===== src/mbe_pkg.sv =====
// Shared types, widths and constants for the Mandelbrot escape-time grid block.
// No dependencies; used by every module under src.
`default_nettype none
package mbe_pkg;

  // fixed-point format: signed, 4 integer bits (sign included)
  localparam int FRAC_BITS = 28;
  localparam int FX_W      = FRAC_BITS + 4;
  localparam int SQ_W      = 2 * FX_W;
  localparam int SQ_HI_W   = SQ_W - FRAC_BITS;
  localparam int SUM_W     = SQ_HI_W + 12;

  // field and register widths
  localparam int COL_W      = 12;
  localparam int ROW_W      = 12;
  localparam int XSTEP_W    = 31;
  localparam int YSTEP_W    = 30;
  localparam int LIMIT_W    = 16;
  localparam int CNT_W      = 16;
  localparam int CFG_IDX_W  = 2;
  localparam int CFG_DATA_W = 31;
  localparam int PX_W       = COL_W + XSTEP_W;
  localparam int PY_W       = ROW_W + YSTEP_W;

  // register indexes
  localparam logic [CFG_IDX_W-1:0] CFG_X_STEP = 2'd0;
  localparam logic [CFG_IDX_W-1:0] CFG_Y_STEP = 2'd1;
  localparam logic [CFG_IDX_W-1:0] CFG_LIMIT  = 2'd2;

  localparam logic [XSTEP_W-1:0] X_STEP_RST = XSTEP_W'(2982616);
  localparam logic [YSTEP_W-1:0] Y_STEP_RST = YSTEP_W'(1491308);
  localparam logic [LIMIT_W-1:0] LIMIT_RST  = LIMIT_W'(500);

  // queue between front and back end
  localparam int Q_DEPTH = 2;
  localparam int Q_PTR_W = 1;
  localparam int Q_CNT_W = 2;

  typedef logic signed [FX_W-1:0]  fx_t;
  typedef logic signed [SUM_W-1:0] sum_t;

  localparam fx_t FX_MAX = {1'b0, {(FX_W-1){1'b1}}};
  localparam fx_t FX_MIN = {1'b1, {(FX_W-1){1'b0}}};

  // grid origin: -2 on the real axis, -1 on the imaginary axis
  localparam sum_t BASE_RE = -(SUM_W'(2) << FRAC_BITS);
  localparam sum_t BASE_IM = -(SUM_W'(1) << FRAC_BITS);

  // |z|^2 > 4 compared on full-width squares
  localparam logic [SQ_W:0] ESC_THRESH = (SQ_W+1)'(1) << (2 * FRAC_BITS + 2);

  typedef struct packed {
    fx_t cr;
    fx_t ci;
  } c_pair_t;

  typedef struct packed {
    logic full;
    logic empty;
  } q_stat_t;

  function automatic fx_t sat_fx(input sum_t v);
    fx_t res;
    if (v > sum_t'(FX_MAX)) begin
      res = FX_MAX;
    end else if (v < sum_t'(FX_MIN)) begin
      res = FX_MIN;
    end else begin
      res = v[FX_W-1:0];
    end
    return res;
  endfunction

endpackage
`default_nettype wire


===== src/mbe_front.sv =====
// Front end: takes pixel requests and turns column/row into the point c.
// Depends on mbe_pkg; feeds mbe_cqueue.
`default_nettype none
module mbe_front (
  input  wire logic                          clk,
  input  wire logic                          rst_n,
  input  wire logic                          push,
  output logic                               full,
  input  wire logic [mbe_pkg::COL_W-1:0]     in_column,
  input  wire logic [mbe_pkg::ROW_W-1:0]     in_row,
  input  wire logic [mbe_pkg::XSTEP_W-1:0]   x_step,
  input  wire logic [mbe_pkg::YSTEP_W-1:0]   y_step,
  input  wire mbe_pkg::q_stat_t              q_stat,
  output logic                               q_push,
  output mbe_pkg::c_pair_t                   q_data
);

  logic                      s1_valid_r;
  logic [mbe_pkg::PX_W-1:0]  px_r;
  logic [mbe_pkg::PY_W-1:0]  py_r;
  logic                      in_acc;
  mbe_pkg::sum_t             sum_re;
  mbe_pkg::sum_t             sum_im;

  assign q_push = s1_valid_r && !q_stat.full;
  assign full   = s1_valid_r && q_stat.full;
  assign in_acc = push && !full;

  assign sum_re = mbe_pkg::BASE_RE
                + mbe_pkg::sum_t'({{(mbe_pkg::SUM_W-mbe_pkg::PX_W){1'b0}}, px_r});
  assign sum_im = mbe_pkg::BASE_IM
                + mbe_pkg::sum_t'({{(mbe_pkg::SUM_W-mbe_pkg::PY_W){1'b0}}, py_r});

  assign q_data.cr = mbe_pkg::sat_fx(sum_re);
  assign q_data.ci = mbe_pkg::sat_fx(sum_im);

  always_ff @(posedge clk) begin
    if (!rst_n) begin
      s1_valid_r <= 1'b0;
    end else if (in_acc) begin
      s1_valid_r <= 1'b1;
    end else if (q_push) begin
      s1_valid_r <= 1'b0;
    end
    if (in_acc) begin
      px_r <= mbe_pkg::PX_W'(in_column) * mbe_pkg::PX_W'(x_step);
      py_r <= mbe_pkg::PY_W'(in_row) * mbe_pkg::PY_W'(y_step);
    end
  end

endmodule
`default_nettype wire


===== config.mk =====
export PLATFORM = sky130hd
export DESIGN_NAME = mbe_front
export DESIGN_NICKNAME = d
export VERILOG_FILES = /design/src/mbe_pkg.sv /design/src/mbe_front.sv
export SDC_FILE = /design/constraint.sdc
export NUM_CORES = 2
export LEC_CHECK = 0
export ABC_AREA = 1
export BUFFER_PORTS_ARGS = -buffer_cell sky130_fd_sc_hd__buf_4
export CAP_MARGIN = 40
export CELL_PAD_IN_SITES_DETAIL_PLACEMENT = 1
export CELL_PAD_IN_SITES_GLOBAL_PLACEMENT = 2
export CORE_MARGIN = 2
export CORE_UTILIZATION = 40
export CTS_BUF_LIST = sky130_fd_sc_hd__clkbuf_4
export DETAILED_ROUTE_END_ITERATION = 8
export GPL_TIMING_DRIVEN = 0
export PLACE_DENSITY = 0.95
export SETUP_SLACK_MARGIN = 0.1
export SYNTH_ARGS = -nofsm -noshare
export SYNTH_HDL_FRONTEND = slang
export SYNTH_SLANG_ARGS = --single-unit

===== constraint.sdc =====
create_clock -name clk -period 10 [get_ports clk]
set_clock_uncertainty 0.1 [all_clocks]
set_input_delay 2 -clock clk [delete_from_list [all_inputs] [get_ports clk]]
set_output_delay 2 -clock clk [all_outputs]
set_load 0.02 [all_outputs]

# Word level (Yosys, flattened, before mapping)
# Cells that the tools add are included.
totals:
  ff_bits: 86
  out_inout_bits: 66
  wordCells: 23
  in_bits: 90
op_classes:
  n_reduce_logical: 6
  add_sub_neg: 2
  magnitude_cmp: 4
  mul: 2
  mux: 6
ops:
  columns: ["cell", "n"]
  rows:
  - ["2-to-1 mux 32 bit", 4]
  - ["adder 30 x 44 -> 45 bit, first input constant", 1]
  - ["greater-than comparator 45 x 32 -> 1 bit, second input constant", 1]
  - ["< comparator 45 x 32 -> 1 bit, second input constant", 1]
  - ["adder 29 x 43 -> 44 bit, first input constant", 1]
  - ["greater-than comparator 44 x 32 -> 1 bit, second input constant", 1]
  - ["< comparator 44 x 32 -> 1 bit, second input constant", 1]
  - ["multiplier 12 x 31 -> 43 bit", 1]
  - ["multiplier 12 x 30 -> 42 bit", 1]
  - ["logical AND 1 bit", 3]
  - ["logical NOT 1 bit", 2]
  - ["2-to-1 mux 1 bit", 2]
  - ["nonzero test 2 bit", 1]

# Logic depth before layout (Yosys ltp)
logic_depth:
  word_depth: 4
  mapped_depth: 25
  depth_no_buf: 24

# Worst setup path before layout
# OpenSTA, ideal clock, no wires.
synth_timing:
  path_type: "in2reg"
  from: "input port y_step[21] in the netlist's numbering"
  to: "register py_r[41] in the netlist's numbering, data pin"
  path_buffers: 1
  cell_stages: 20
  arrival_time_ps: 6295
  setup_ps: 252
  required_time_ps: 9648
  path_slack_ps: 3353
  cell_sequence: "clkbuf_1 nand2_1 fa_1 inv_1 fa_1 inv_1 fa_1 inv_1 fa_1 inv_1 fa_1 inv_1 ha_1 a21oi_1 o21ai_0 o21bai_1 a21oi_1 nand2_1 nand2_1 nand2_1"
synth_via:
  elab_chain_len: 1
synth_rtl:
  columns: ["item", "line", "text"]
  rows:
  - ["start: declaration", "mbe_front.sv:12", "input wire logic [mbe_pkg::YSTEP_W-1:0] y_step,"]
  - ["multiplier 12 x 30 -> 42 bit", "mbe_front.sv:47", "py_r <= mbe_pkg::PY_W'(in_row) * mbe_pkg::PY_W'(y_step);"]
  - ["end signal: assignment", "mbe_front.sv:47", null]
  - ["end: declaration", "mbe_front.sv:20", "logic [mbe_pkg::PY_W-1:0] py_r;"]
# No other way between the ends.
# A chain may end at the register's enable or synchronous reset.

# Final worst setup path
layout_timing:
  from: "input port in_row[8] in the netlist's numbering"
  to: "register py_r[39] in the netlist's numbering, data pin"
layout_via:
  elab_chain_len: 1
layout_rtl:
  columns: ["item", "line", "text"]
  rows:
  - ["start: declaration", "mbe_front.sv:10", "input wire logic [mbe_pkg::ROW_W-1:0] in_row,"]
  - ["multiplier 12 x 30 -> 42 bit", "mbe_front.sv:47", null]
# No other way between the ends.

==> flow_summary_export.csv <==
group,metric,value,unit
status,status,"finished, final reports clean",
sta,timing.fmax,134,MHz
synthesis,ys.flop_type,"edfxtp_1",
cts,clk_latency,0.54,ns
cells_and_area,fill_cells,9074,
synthesis,synth-edff-count,85,
place,post-place-ws,2.06,ns
sta,fin_crit_sh,0.746,
global_route,grt_use_total,0.254,
floorplan,start_util,0.406,
global_route,grt_pass1_vias,27066,
critical_path,cpLargestDelayFamily,"adder cells",
sta,hold_violations,0,
drt,drtPass1Iterations,6,
synthesis,yosysMostFrequentCell,"nand2_1",
cts,ctsHoldBuffers,0,
synthesis,synth_top_family_by_area,"adder cells",
critical_path,r2r_start,"s1_valid_r",
floorplan,dieArea,73500,sq um
cts,cts_tree,"built",
global_route,overflow,0,
synthesis,mappedNetlistArea,28500,sq um
synthesis,syn_nets,4750,
critical_path,critPathMostFrequentCell,"nand2_1",
run,drv_cap,0,
cts,clk_path_buf_depth,2,
synthesis,ys_types,33,
synthesis,synthSimpleGateAreaFrac,0.237,
critical_path,end_kind,"flip-flop",
global_route,antenna_found_initial,9,
floorplan,num_rows,97,
critical_path,cp_slowest_stage_delay,0.72,ns
hold_path,holdPathStages,2,
cts,clk_pin_slew,0.18,ns
synthesis,synthAdderAreaFrac,0.472,
sta,rsz0062_at_grt,"no",
cells_and_area,register_area,2570,sq um
cts,cts_resized,0,
cells_and_area,multi_input_area,21300,sq um
synthesis,syn_avg_cell_area,7.27,sq um
drt,finalWirelength,90300,um
synthesis,ys_seq_area_frac,0.0901,
sta,setup-tns-final,0,ns
critical_path,critPathBufInv,5,
place,port-buffer-count,142,
floorplan,ios,156,
sta,setup_viol,0,
cells_and_area,area_growth_syn_to_layout,8.83,%
synthesis,ys_top_cells_by_area,"fa_1, nand2_1, inv_1, edfxtp_1, ha_1",
synthesis,synth_largest_area_cell,"fa_1",
cts,cts.sinks,86,
synthesis,ys_warn_count,0,
hold_path,min_path_type,"flip-flop to flip-flop",
cts,htreeDepth,3,
floorplan,die_y,271,um
critical_path,crit_chain,"clkbuf_1 > nand2_1 > fa_1 > inv_1 > fa_1 > fa_1 > fa_1 > inv_1 > fa_1 > inv_1 > ha_1 > nand2_1 > inv_1 > a21oi_1 > a21boi_0 > nand3_1 > nand2_1 > nand2_1 > nand2_1 > nand2_1",
drt,avgViaCountPerCell,4.91,
sta,worst_pin_slew,0.999,ns
floorplan,core,70400,sq um
global_route,grt_pass1_wl,146000,um
critical_path,worst_path_max_delay_cell,"clkbuf_1",
drt,vias,24743,
cts,cts_setup_buffers,0,
cells_and_area,nets,4909,
critical_path,crit_type,"primary input to flip-flop",
critical_path,path_max_fanout,10,
critical_path,r2r-end,"px_r[39]",
synthesis,muxShareOfSynthArea,0,
sta,slew_violations,0,
synthesis,synth_compound_area_frac,0.0234,
sta,setup_ws,2.54,ns
synthesis,synth_xor_area_frac,0.0144,
critical_path,arrival,7.71,ns
critical_path,critPathLaunchType,"primary input",
cells_and_area,layout-drive-gt1-share,0.0543,
cells_and_area,stdcell_count,5036,
place,hpwl,79700,um
hold_path,hp-start,"s1_valid_r",
synthesis,ys_top_cells_by_count,"nand2_1, inv_1, fa_1",
place,gp_congestion,0.880,
place,place_inst,5012,
synthesis,async_flop_share,0,
cts,cts_made_buffers,9,
drt,wire_per_inst,17.9,um
synthesis,synth.top_cell.area_share,0.400,
critical_path,required,10.25,ns
synthesis,syn_inst,3925,
drt,drt-initial-drc-count,1559,
drt,drc,0,
cts,cts-root-buf,"clkbuf_4",
synthesis,synth_seq_cells,86,
sta,maxSlewHeadroom,0.334,
hold_path,min_to,"s1_valid_r",
critical_path,rrSetupSlack,8.27,ns
sta,layout_min_cycle_time,7.46,ns
critical_path,reg2reg_depth,5,
drt,ant_nets,0,
floorplan,chipWidth,271,um
global_route,grt_max_degree,32,
flip-flops by register name, indices dropped and copies added (netlist names):
name / flops
px_r: 43
py_r: 42
s1_valid_r: 1
layout make-up:
class / count / area share
multi-input cells: 2614 / 0.686
inverters: 1079 / 0.130
flip-flops and latches: 86 / 0.0828
well taps: 940 / 0.0379
repair buffers: 148 / 0.0378
plain buffers: 146 / 0.0199
clock inverters: 7 / 0.00246
clock buffers: 9 / 0.00217
diodes: 7 / 0.000564
layout by cell type, fill, tap and decap left out, types with 4 or more instances in the layout:
cell type	count
clkbuf_1	133
fa_1	570
clkbuf_4	9
nor2_1	184
diode_2	7
buf_12	4
a21oi_1	71
nor3_1	8
inv_1	1078
buf_4	145
buf_2	7
o21ai_0	26
nor2_2	8
nand2_1	1341
ha_1	165
edfxtp_1	85
xor2_1	35
nand2_2	32
xnor2_1	12
nand4_1	24
nand3_1	105
o21bai_1	15
tightest hold or removal path, cell delays in order, from the launching register on:
cell      delay (ns)
dfxtp_1         0.35
nand2_1         0.08
a21boi_0        0.07
worst max-delay path by stage:
| stage | slack [ns] | depth (start not counted) | start | to |
|---|---|---|---|---|
| floorplan | 3.35 | 20 | y_step[21] | py_r[41] |
| global placement | 1.86 | 4 | q_stat[1] | px_r[40] |
| detailed placement | 2.06 | 20 | in_row[8] | py_r[39] |
| CTS | 2.67 | 20 | in_row[8] | py_r[39] |
| global route | 2.32 | 20 | in_row[8] | py_r[39] |
| finish | 2.54 | 20 | in_row[8] | py_r[39] |
per-stage QoR:
step	hold slack (ns)	utilization	cell area (sq um)
after global routing	0.477	0.441	31100
after floorplan	0.363	-	28500
after global placement	0.421	0.437	30800
after CTS	0.440	0.441	31000
final	0.426	0.441	31100
after detailed placement	0.419	0.439	30900
routing by layer:
layer / part of all wire / routed length [um] / vias to the layer above / GRT usage
li1: - / - / 11461 / -
met3: 0.056 / 5040 / 105 / 0.0340
met4: 0.023 / 2050 / 0 / 0.0615
met1: 0.44 / 39800 / 12596 / 0.341
met5: 0 / 0 / - / 0
met2: 0.48 / 43300 / 581 / 0.436
cell families (layout without fill, tap and decap cells):
| group | count (synthesis) | count (layout) |
|---|---|---|
| AO/OA/AOI/OAI | 122 | 122 |
| XOR/XNOR | 47 | 47 |
| adder cells (fa/ha/maj) | 735 | 735 |
| buffers and inverters | 1225 | 1389 |
| flip-flops | 86 | 86 |
| other | 0 | 7 |
| AND/OR/NAND/NOR | 1710 | 1710 |
Power is not shown: default switching activity piles up to over one toggle a cycle in this logic, so the estimate is an artifact.
