--- config.mk ---
export PLATFORM = sky130hd
export DESIGN_NAME = mbe_cqueue
export DESIGN_NICKNAME = d
export VERILOG_FILES = /design/src/mbe_pkg.sv /design/src/mbe_cqueue.sv
export SDC_FILE = /design/constraint.sdc
export NUM_CORES = 1
export LEC_CHECK = 0
export BUFFER_PORTS_ARGS = -buffer_cell sky130_fd_sc_hd__clkbuf_2
export CAP_MARGIN = 20
export CORE_UTILIZATION = 45
export CTS_CLUSTER_DIAMETER = 200
export DETAILED_ROUTE_END_ITERATION = 10
export GPL_ROUTABILITY_DRIVEN = 1
export GPL_TIMING_DRIVEN = 0
export MAX_ROUTING_LAYER = met4
export PLACE_DENSITY = 0.73
export SYNTH_ARGS = -nofsm -noshare
export SYNTH_HDL_FRONTEND = slang
export SYNTH_SLANG_ARGS = --single-unit
--- constraint.sdc ---
create_clock -name clk -period 11.7 [get_ports clk]
set_clock_uncertainty 0.2 [all_clocks]
set_input_delay 1.17 -clock clk [delete_from_list [all_inputs] [get_ports clk]]
set_output_delay 1.17 -clock clk [all_outputs]
set_load 0.01 [all_outputs]
--- src/mbe_pkg.sv ---
// Shared types, widths and constants for the Mandelbrot escape-time grid block.
// No dependencies; used by every module under src.
`default_nettype none
package mbe_pkg;

  // fixed-point format: signed, 4 integer bits (sign included)
  localparam int FRAC_BITS = 28;
  localparam int FX_W      = FRAC_BITS + 4;
  localparam int SQ_W      = 2 * FX_W;
  localparam int SQ_HI_W   = SQ_W - FRAC_BITS;
  localparam int SUM_W     = SQ_HI_W + 12;

  // field and register widths
  localparam int COL_W      = 12;
  localparam int ROW_W      = 12;
  localparam int XSTEP_W    = 31;
  localparam int YSTEP_W    = 30;
  localparam int LIMIT_W    = 16;
  localparam int CNT_W      = 16;
  localparam int CFG_IDX_W  = 2;
  localparam int CFG_DATA_W = 31;
  localparam int PX_W       = COL_W + XSTEP_W;
  localparam int PY_W       = ROW_W + YSTEP_W;

  // register indexes
  localparam logic [CFG_IDX_W-1:0] CFG_X_STEP = 2'd0;
  localparam logic [CFG_IDX_W-1:0] CFG_Y_STEP = 2'd1;
  localparam logic [CFG_IDX_W-1:0] CFG_LIMIT  = 2'd2;

  localparam logic [XSTEP_W-1:0] X_STEP_RST = XSTEP_W'(2982616);
  localparam logic [YSTEP_W-1:0] Y_STEP_RST = YSTEP_W'(1491308);
  localparam logic [LIMIT_W-1:0] LIMIT_RST  = LIMIT_W'(500);

  // queue between front and back end
  localparam int Q_DEPTH = 2;
  localparam int Q_PTR_W = 1;
  localparam int Q_CNT_W = 2;

  typedef logic signed [FX_W-1:0]  fx_t;
  typedef logic signed [SUM_W-1:0] sum_t;

  localparam fx_t FX_MAX = {1'b0, {(FX_W-1){1'b1}}};
  localparam fx_t FX_MIN = {1'b1, {(FX_W-1){1'b0}}};

  // grid origin: -2 on the real axis, -1 on the imaginary axis
  localparam sum_t BASE_RE = -(SUM_W'(2) << FRAC_BITS);
  localparam sum_t BASE_IM = -(SUM_W'(1) << FRAC_BITS);

  // |z|^2 > 4 compared on full-width squares
  localparam logic [SQ_W:0] ESC_THRESH = (SQ_W+1)'(1) << (2 * FRAC_BITS + 2);

  typedef struct packed {
    fx_t cr;
    fx_t ci;
  } c_pair_t;

  typedef struct packed {
    logic full;
    logic empty;
  } q_stat_t;

  function automatic fx_t sat_fx(input sum_t v);
    fx_t res;
    if (v > sum_t'(FX_MAX)) begin
      res = FX_MAX;
    end else if (v < sum_t'(FX_MIN)) begin
      res = FX_MIN;
    end else begin
      res = v[FX_W-1:0];
    end
    return res;
  endfunction

endpackage
`default_nettype wire

--- src/mbe_cqueue.sv ---
// Short queue of points c between the front and back ends.
// Depends on mbe_pkg.
`default_nettype none
module mbe_cqueue (
  input  wire logic              clk,
  input  wire logic              rst_n,
  input  wire logic              q_push,
  input  wire mbe_pkg::c_pair_t  q_wdata,
  input  wire logic              q_pop,
  output mbe_pkg::c_pair_t       q_rdata,
  output mbe_pkg::q_stat_t       q_stat
);

  mbe_pkg::c_pair_t             mem_r [mbe_pkg::Q_DEPTH];
  logic [mbe_pkg::Q_PTR_W-1:0]  wr_ptr_r;
  logic [mbe_pkg::Q_PTR_W-1:0]  rd_ptr_r;
  logic [mbe_pkg::Q_CNT_W-1:0]  cnt_r;

  function automatic logic [mbe_pkg::Q_PTR_W-1:0] ptr_inc(
    input logic [mbe_pkg::Q_PTR_W-1:0] p
  );
    logic [mbe_pkg::Q_PTR_W-1:0] res;
    if (p == mbe_pkg::Q_PTR_W'(mbe_pkg::Q_DEPTH - 1)) begin
      res = '0;
    end else begin
      res = p + 1'b1;
    end
    return res;
  endfunction

  assign q_stat.full  = (cnt_r == mbe_pkg::Q_CNT_W'(mbe_pkg::Q_DEPTH));
  assign q_stat.empty = (cnt_r == '0);
  assign q_rdata      = mem_r[rd_ptr_r];

  always_ff @(posedge clk) begin
    if (!rst_n) begin
      wr_ptr_r <= '0;
      rd_ptr_r <= '0;
      cnt_r    <= '0;
    end else begin
      if (q_push) begin
        wr_ptr_r <= ptr_inc(wr_ptr_r);
      end
      if (q_pop) begin
        rd_ptr_r <= ptr_inc(rd_ptr_r);
      end
      if (q_push && !q_pop) begin
        cnt_r <= cnt_r + 1'b1;
      end else if (q_pop && !q_push) begin
        cnt_r <= cnt_r - 1'b1;
      end
    end
    if (q_push) begin
      mem_r[wr_ptr_r] <= q_wdata;
    end
  end

endmodule
`default_nettype wire

Yosys cells after proc, flatten, opt, wreduce, memory -nomap -nowiden
Memories as Yosys holds them, arrays and structs flattened. A register that Yosys moved wholly into a read port is not among the register bits. Cells that the tools add are included.

Register bits: 4. RAM bits: 128. Input bits: 68. Output and inout bits: 66. Word-level logic and storage cells: 23. Memories: 1.

Memory list: mem_r (depth 2, width 64, rd ports 1, clocked after memory_dff 1, wr ports 1, RTL line mbe_cqueue.sv:14) `mbe_pkg::c_pair_t mem_r [mbe_pkg::Q_DEPTH];`.

Add/subtract/negate cells: 4. Equality and inequality tests: 1. Multiplexer cells: 8. Reduce and logical (&&, ||, !) cells: 6.

Operators with widths (count): $mux 1 (6); $mux 2 (2); $add 1x1->1 const B (2); $add 2x1->2 const B (1); $eq 2x2->1 const B (1); $logic_and 1x1->1 (2); $logic_not 1->1 (2); $logic_not 2->1 (1); $reduce_bool 2->1 (1); $sub 2x1->2 const B (1).

Logic depth before layout (Yosys ltp)
Gate-level depths: netlist of run 1.

Depth after elaboration: 4. Depth in mapped cells: 5. Depth with buffers taken out: 5.

Least setup slack after synthesis of run 1
No wires, ideal clock.

Path type: input port to flip-flop. Start: in q_push. End: mem mem_r[0][0] in the netlist's numbering, enable pin. Setup time: 0.495 ns. Arrival: 4.015 ns. Data required time: 11.005 ns. Slack: 6.990 ns. Stages on the path: 1. Path buffers: 0. Cells stage by stage: nor2b_1.

Cells in the longest elaborated chain, start to end: 2.

RTL lines: start, declared (RTL line mbe_cqueue.sv:7) `input wire logic q_push,`; $mux 1 (RTL line mbe_cqueue.sv:53) `if (q_push) begin`; $mux 1 (not written as such) (RTL line mbe_cqueue.sv:54) `mem_r[wr_ptr_r] <= q_wdata;`; end, declared (RTL line mbe_cqueue.sv:14).

No other way between the ends.

==> impl_metrics.ini, run 1 <==
[floorplanning]
io_pins = 134
core_sq_um = 10400
dieArea_sq_um = 11200
die_y_um = 106
num_rows = 37
die_width_um = 106
start_util = 0.466

[timing]
period_share = 0.261
hold_viol = 0
setup_tns_ns = 0
rsz0062_at_grt = no
slew_headroom = 0.402
drv_slew = 0
fmax_mhz = 327
tightest_slew_ns = 0.897
period_needed_ns = 3.06
holdWs_ns = 0.294
setup_viol_count_final = 0

[detailed_routing]
drc_errors = 0
dr.pass1.iters = 4
route.vias.total = 2496
vias_per_cell = 4.76
drt_wl_total_um = 7890
drt_iter0_markers = 77
wl_per_cell_um = 15.1
ant_nets = 0

[yosys]
synth_common_cells = 128 x edfxtp_1, 64 x mux2_2, 6 x buf_6, 5 x dfxtp_1, 4 x and2_1
yosys_warnings = 0
synth_area_sq_um = 4860
synth_top_cell_area_share = 0.791
synth_seq_area_share = 0.812
synth-seq-cells = 133
synth_area_leaders = edfxtp_1 79%, mux2_2 15%, dfxtp_1 2.1%
synth-edff-count = 128
syn-instance-count = 221
synth_most_common_cell = edfxtp_1
ys_types = 17
synth.avg_cell_area_sq_um = 22.0
synth_largest_area_cell = edfxtp_1
synth_nets = 290
synth-async-reset-ratio = 0
ys.flop_type = edfxtp_1

[worst_hold_path]
min_path_type = register to register
holdPathStages = 2

[clock_tree]
cts-root-buf = clkbuf_8
postCtsSetupBuffers = 0
cts_made_buffers = 17
cts_tree = built
cts_resized = 0
ctsHtreeMaxLevel = 4
clockBufferDepth = 2
cts.clk_slew.worst_paths_ns = 0.06
worst_skew_pair.late_latency_ns = 0.50
cts_sinks = 133
postCtsHoldBufs = 0

[grt]
grt_usage = 0.156
grt-ovfl-total = 0
first_global_vias = 2563
antenna_found_initial = 0
grt_pass1_wl_um = 12400
grt_start_max_net_pins = 65

[pwr]
leakage_nw = 2.43
p_per_area_nw_per_um2 = 184
vdd_drop_max_mv = 0.101

[placement]
gp_routability_congestion = 0.705
dp.cells = 492
place.port_buffers = 133
dp_hpwl_um = 5170

[worst_setup_path]
crit_path_start_kind = register
critical_path_class = register to output pin
cp-end-kind = output pin
cp.arrival_ns = 1.69
path_max_fanout = 10
worstPathRequired_ns = 10.33
r2r_cells = 1

[status]
status = complete, no violations

[cells_and_area]
area_growth_pct = 30.1
final_util = 0.607
drive_gt1_frac = 0.611
final_nets = 444
n_antenna_cell = 0
finalNonFillerCells = 524

[run]
drv_cap = 0
## power breakdown
group / internal, mW / switching, mW
Combinational: 0.0561 / 0.0560
Sequential: 0.550 / 0.00601
Clock: 0.318 / 0.179
Total: 0.924 / 0.241
## per-stage QoR
stage | total power, mW | worst slack [ns] | instance area, sq um
2_1_floorplan | 0.630 | 6.99 | 4860
3_3_place_gp | 0.676 | 5.20 | 5690
3_5_place_dp | 0.680 | 8.98 | 5750
4_1_cts | 1.18 | 8.60 | 6320
5_1_grt | 1.21 | 8.54 | 6320
6_report | 1.16 | 8.64 | 6320
## per-layer routing
layer / wire length (um) / GRT usage / vias to the layer above
li1: - / - / 1184
met1: 3180 / 0.170 / 1223
met2: 4190 / 0.260 / 84
met3: 467 / 0.0619 / 5
met4: 57 / 0.0536 / 0
met5: 0 / - / -
## sequential cells by signal, indices dropped and copies added, names as in the netlist, named ones only
signal	count
rd_ptr_r	1
cnt_r	2
mem_r	128
wr_ptr_r	1
## worst max-delay path, stage by stage, from the launching register on
cell and delay, ns:
dfxtp_1 0.31, buf_4 0.22, buf_6 0.19, mux2_2 0.34, clkbuf_2 0.13
## cell families (layout without fill, tap and decap cells)
family                     Yosys count  count (layout)  synth area share
and+or+nand+nor                      9               9            0.0116
muxes                               64              64             0.148
buffers and inverters                8             175            0.0162
DFF                                133             133             0.812
adders and majority gates            1               1           0.00257
AOI/OAI and AO/OA                    3               3           0.00412
xor gates and xnor gates             3               3           0.00541
## worst paths after layout
kind | end | start | slack [ns]
setup / recovery | q_rdata[26] | register | 8.64
hold / removal | cnt_r[1]$_SDFFE_PN0P_ | cnt_r[1]$_SDFFE_PN0P_ | 0.29
setup reg to reg | mem_r[1][51]$_DFFE_PP_ | wr_ptr_r$_SDFFE_PN0P_ | 9.93
hold reg to reg | cnt_r[1]$_SDFFE_PN0P_ | cnt_r[1]$_SDFFE_PN0P_ | 0.29
## layout by cell type, fill, tap and decap left out, types with 2 or more instances in the layout
cell type,instances
and2_1,3
buf_6,6
bufinv_16,2
clkbuf_1,3
clkbuf_16,16
clkbuf_2,133
clkbuf_8,4
clkinv_2,3
clkinvlp_4,3
dfxtp_1,5
edfxtp_1,128
mux2_2,64
xor2_1,2
## area by class of cell
cell class	instances	area [sq um]
Sequential cell	133	3940
Clock buffer	23	467
Buffer	7	75.1
Tap cell	136	170
Clock inverter	9	101
Timing Repair Buffer	135	713
Multi-Input combinational cell	80	846
Inverter	1	3.75
Fill cell	812	4100
Note: power is estimated with default switching activity, not from simulation.
==> run 2, diff against run 1 <==
==> constraint.sdc (replaced) <==
create_clock -name clk -period 3.1 [get_ports clk]
set_clock_uncertainty 0.2 [all_clocks]
set_input_delay 0.31 -clock clk [delete_from_list [all_inputs] [get_ports clk]]
set_output_delay 0.31 -clock clk [all_outputs]
set_load 0.01 [all_outputs]
==> run 2 against run 1 <==
  * Die area did not move
  * Register-to-register slack got worse by 8.6 ns
  * Non-clock buffer count rose by 67
  * Cell area rose by 9.5%
  * Combinational power rose to 4.4 times the previous value
  * Critical path type unchanged
  * Cell count rose by 13%
  * Routed wire length rose by 8.4%
  * Critical path depth did not move
  * Setup slack got worse by 7.7 ns
  * Clock power rose to 3.4 times the previous value
  * Global-route usage rose by 1.4 points
  * Sequential cell count did not move
==> impl_metrics.ini, run 2 (same netlist as run 1, synthesis figures left out) <==
[cells_and_area]
n_antenna_cell = 0
finalNonFillerCells = 591
area_growth_pct = 42.5
regArea_sq_um = 3940
final_util = 0.665
top_regs = mem_r x128, cnt_r x2
fin_area_sq_um = 6920
drive_gt1_frac = 0.525
largest_register_ffs = 128
layout_commonest_cell = clkbuf_2
regMostFlops = mem_r
multi_input_area_sq_um = 846
fill_cells = 736
final_nets = 511
final_cell_mix = 133 x clkbuf_2, 128 x edfxtp_1, 67 x dlygate4sd3_1

[worst_setup_path]
crit_path_start_kind = register
r2r_cells = 1
path_delay_family = buffers and inverters
critical_path_class = register to output pin
path_cells = buf_4 -> buf_6 -> mux2_2 -> clkbuf_2
r2r-start = wr_ptr_r$_SDFFE_PN0P_
crit_end = q_rdata[46]
r2r_end = mem_r[1][18]$_DFFE_PP_
path_max_fanout = 10
cp.depth = 4
cp.arrival_ns = 1.69
reg2reg_slack_ns = 1.33
worst-path-buf-inv = 3
worstPathRequired_ns = 2.59
slowest_delay_ns = 0.35
cp-end-kind = output pin
crit_path_top_delay_cell = mux2_2

[timing]
slew_headroom = 0.408
tightest_slew_ns = 0.888
hold_viol = 0
rsz0062_at_grt = no
drv_slew = 0
setup_viol_count_final = 0
period_needed_ns = 2.20
period_share = 0.708
fmax_mhz = 455

[floorplanning]
io_pins = 134
num_rows = 37
start_util = 0.466
die_width_um = 106
dieArea_sq_um = 11200
die_y_um = 106
core_sq_um = 10400

[grt]
gr-usage-met1 = 0.192
antenna_found_initial = 0
grt_util_met3 = 0.0570
grt-busiest-layer = met2
use_met2 = 0.279
first_global_vias = 2858
grt_usage = 0.170
grt_pass1_wl_um = 13600
grt-ovfl-total = 0
grt_start_max_net_pins = 65

[detailed_routing]
drt_iter0_markers = 74
wl_per_cell_um = 14.5
drc_errors = 0
route.vias.total = 2750
drt_wl_total_um = 8550
ant_nets = 0
vias_per_cell = 4.65
dr.pass1.iters = 4

[worst_hold_path]
min_path_type = input pin to register

[clock_tree]
cts.clk_slew.worst_paths_ns = 0.06
cts_made_buffers = 17
cts_sinks = 133
cts_resized = 0
worst_skew_pair.late_latency_ns = 0.51
postCtsHoldBufs = 67
cts_tree = built
clockBufferDepth = 2
ctsHtreeMaxLevel = 4
cts-root-buf = clkbuf_8
postCtsSetupBuffers = 0

[pwr]
switching_share = 0.224
power_frac_clock = 0.393
leakage_nw = 2.68
p_per_area_nw_per_um2 = 616
pwr-share-comb = 0.115
p_seq_frac = 0.493
p_int_mw = 3.31
power.switching_mw = 0.954
finalPower_mw = 4.26
vdd_drop_max_mv = 0.397

[placement]
dp.cells = 492
dp_hpwl_um = 5090
gp_routability_congestion = 0.690
postPlaceCellArea_sq_um = 5740
place.port_buffers = 133

[status]
status = complete, no violations

[run]
drv_cap = 0
run 2: power by group through the flow:
stage | sequential (mW) | combinational (mW) | clock (mW)
floorplan | 2.13 | 0.244 | 0
global placement | 2.14 | 0.409 | 0
detailed placement | 2.14 | 0.425 | 0
CTS | 2.10 | 0.495 | 1.71
global route | 2.11 | 0.529 | 1.78
finish | 2.10 | 0.490 | 1.67
run 2: how the worst min path moves through the flow:
stage | startpoint | endpoint | depth (start not counted)
after floorplan | q_wdata[0] | mem_r[0][0]$_DFFE_PP_ | 0
after global placement | cnt_r[1]$_SDFFE_PN0P_ | cnt_r[1]$_SDFFE_PN0P_ | 2
after detailed placement | q_wdata[17] | mem_r[1][17]$_DFFE_PP_ | 1
after CTS | q_push | mem_r[0][35]$_DFFE_PP_ | 2
after global routing | q_push | mem_r[0][36]$_DFFE_PP_ | 2
final | q_push | mem_r[0][36]$_DFFE_PP_ | 2
run 2: area by class of cell:
type,instances,area share
Clock buffer,18,0.0604
Timing Repair Buffer,202,0.199
Inverter,1,0.000542
Sequential cell,133,0.570
Tap cell,136,0.0246
Buffer,7,0.0108
Clock inverter,14,0.0130
Multi-Input combinational cell,80,0.122
run 2: stage by stage:
| step | hold WS (ns) | setup slack (ns) | setup TNS [ns] |
|---|---|---|---|
| after floorplan | 0.209 | 0.460 | 0 |
| after global placement | 0.279 | -0.578 | -55.21 |
| after detailed placement | 0.303 | 1.28 | 0 |
| after CTS | 0.0491 | 0.852 | 0 |
| after global routing | 0.0749 | 0.810 | 0 |
| final | 0.0837 | 0.904 | 0 |
run 2: per-layer routing:
metal	vias to the layer above	wire length, um
met5	-	0
met4	0	86
met3	9	424
met2	94	4510
met1	1326	3530
li1	1321	-
==> run 3, diff against run 2 <==
--- a/config.mk
+++ b/config.mk
@@ -13,7 +13,7 @@
 export GPL_ROUTABILITY_DRIVEN = 1
 export GPL_TIMING_DRIVEN = 0
 export MAX_ROUTING_LAYER = met4
-export PLACE_DENSITY = 0.73
+export PLACE_DENSITY = 0.76
 export SYNTH_ARGS = -nofsm -noshare
 export SYNTH_HDL_FRONTEND = slang
 export SYNTH_SLANG_ARGS = --single-unit
==> constraint.sdc (replaced) <==
create_clock -name clk -period 2 [get_ports clk]
set_clock_uncertainty 0.2 [all_clocks]
set_input_delay 0.2 -clock clk [delete_from_list [all_inputs] [get_ports clk]]
set_output_delay 0.2 -clock clk [all_outputs]
set_load 0.01 [all_outputs]
==> run 3 against run 2 <==
  * The run now ends with negative setup slack left
  * First-iteration DRC count rose by 53%
  * Count of clock-buffer cells in the layout increased by 2
  * Sequential share of layout area shrank 4.7 points
  * Routed wire length is 17% higher
  * Global-route usage grew 1.3 points
  * Register-to-register slack got worse by 1.1 ns
  * Critical endpoint is now q_rdata[50]
  * Non-clock buffer count is 5 higher
  * Critical path type unchanged
  * Clock power up 100%
==> impl_metrics.ini, run 3 (same netlist as run 1, synthesis figures left out) <==
[status]
status = finished, violations left
violations = negative setup slack

[worst_hold_path]
min_path_type = input pin to register
min-delay-start = q_wdata[8]

[cells_and_area]
regArea_sq_um = 3950
layout_commonest_cell = edfxtp_1
n_antenna_cell = 0
drive_gt1_frac = 0.528
finalNonFillerCells = 596
area_growth_pct = 55.4
fin_area_sq_um = 7550
regMostFlops = mem_r
final_cell_mix = 128 x edfxtp_1, 115 x clkbuf_2, 68 x dlygate4sd3_1
top_regs = mem_r x128, cnt_r x2
fill_cells = 643
largest_register_ffs = 128
multi_input_area_sq_um = 1050
final_nets = 516

[clock_tree]
ctsHtreeMaxLevel = 4
clockBufferDepth = 2
worst_skew_pair.late_latency_ns = 0.51
cts-root-buf = clkbuf_8
cts_sinks = 133
cts_tree = built
cts_made_buffers = 17
postCtsSetupBuffers = 0
cts.clk_slew.worst_paths_ns = 0.06

[detailed_routing]
drc_errors = 0
vias_per_cell = 4.79
wl_per_cell_um = 16.8
drt_wl_total_um = 10000
dr.pass1.iters = 4
drt_iter0_markers = 113
ant_nets = 0
route.vias.total = 2852

[timing]
drv_slew = 0
fin_ws_ns = -0.0528
slew_headroom = 0.399
rsz0062_at_grt = yes
setup_viol_count_final = 43
period_share = 1.03
period_needed_ns = 2.05
setup_tns_ns = -0.808
tightest_slew_ns = 0.902
fmax_mhz = 487
hold_viol = 0

[pwr]
vdd_drop_max_mv = 0.576
p_per_area_nw_per_um2 = 1020
leakage_nw = 3.06
finalPower_mw = 7.67

[worst_setup_path]
crit_path_start_kind = register
cp.arrival_ns = 1.65
slowest_delay_ns = 0.37
r2r-start = wr_ptr_r$_SDFFE_PN0P_
critical_path_class = register to output pin
crit_path_top_delay_cell = dfxtp_4
worstPathRequired_ns = 1.60
cpMostUsedCell = buf_12
path_max_fanout = 7
cp-end-kind = output pin
path_cells = buf_12 -> buf_12 -> mux2_2 -> clkbuf_2

[placement]
place.port_buffers = 133
preCtsSetupSlack_ns = 0.239
gp_routability_congestion = 0.703
dp_hpwl_um = 5280
postPlaceCellArea_sq_um = 5740
dp.cells = 492

[floorplanning]
io_pins = 134
die_width_um = 106
start_util = 0.466
core_sq_um = 10400
dieArea_sq_um = 11200
die_y_um = 106
num_rows = 37

[grt]
grt-ovfl-total = 0
grt_start_max_net_pins = 65
grt_usage = 0.183
first_global_vias = 3035
grt_pass1_wl_um = 14700
antenna_found_initial = 0

[run]
drv_cap = 0
-- run 3: per-stage QoR --
stage	hold slack (ns)	utilization
floorplan	0.0989	-
global placement	0.188	0.548
CTS	0.197	0.707
finish	0.223	0.725
detailed placement	0.192	0.551
global route	0.202	0.725
-- run 3: worst max-delay path, delay by kind of cell (launching register included) --
family                 cells  cell delay, ns
buffers and inverters      3            0.45
DFF                        1            0.37
muxes                      1            0.35
-- run 3: path summary, 6_finish.rpt --
check                                              end  slack [ns]  cells past startpoint
worst max-delay path                       q_rdata[50]       -0.05                      4
worst min-delay path             mem_r[0][8]$_DFFE_PP_        0.22                      2
worst max register to register  mem_r[1][40]$_DFFE_PP_        0.23                      1
worst min register to register   cnt_r[1]$_SDFFE_PN0P_        0.31                      2
-- run 3: layout make-up --
cell class	instances	share of cell area
buffer	7	0.0179
sequential	133	0.523
clock buffer	20	0.0563
timing repair buffer	207	0.211
tap	136	0.0225
multi-input combinational	80	0.139
inverter	1	0.000497
clock inverter	12	0.0302
-- run 3: layer usage --
layer  up-vias  share of wire  global-route usage
li1       1328              -                   -
met3        10          0.051              0.0533
met1      1414           0.40               0.203
met2       100           0.53               0.315
met4         0          0.011              0.0655
met5         -              0                   -
-- run 3: repair_timing --
item | CTS | global route
hold endpoints to repair | 134 | 0
setup endpoints to repair | 60 | 60
hold buffers | 68 | 0
resized for setup | 66 | 43
cloned | 2 | 2
-- run 3: power breakdown --
part / internal [mW] / switching (mW) / leakage (nW) / total, mW
Clock: 2.28 / 1.13 / 0.313 / 3.42
Sequential: 3.22 / 0.0471 / 1.24 / 3.27
Combinational: 0.580 / 0.402 / 1.50 / 0.983
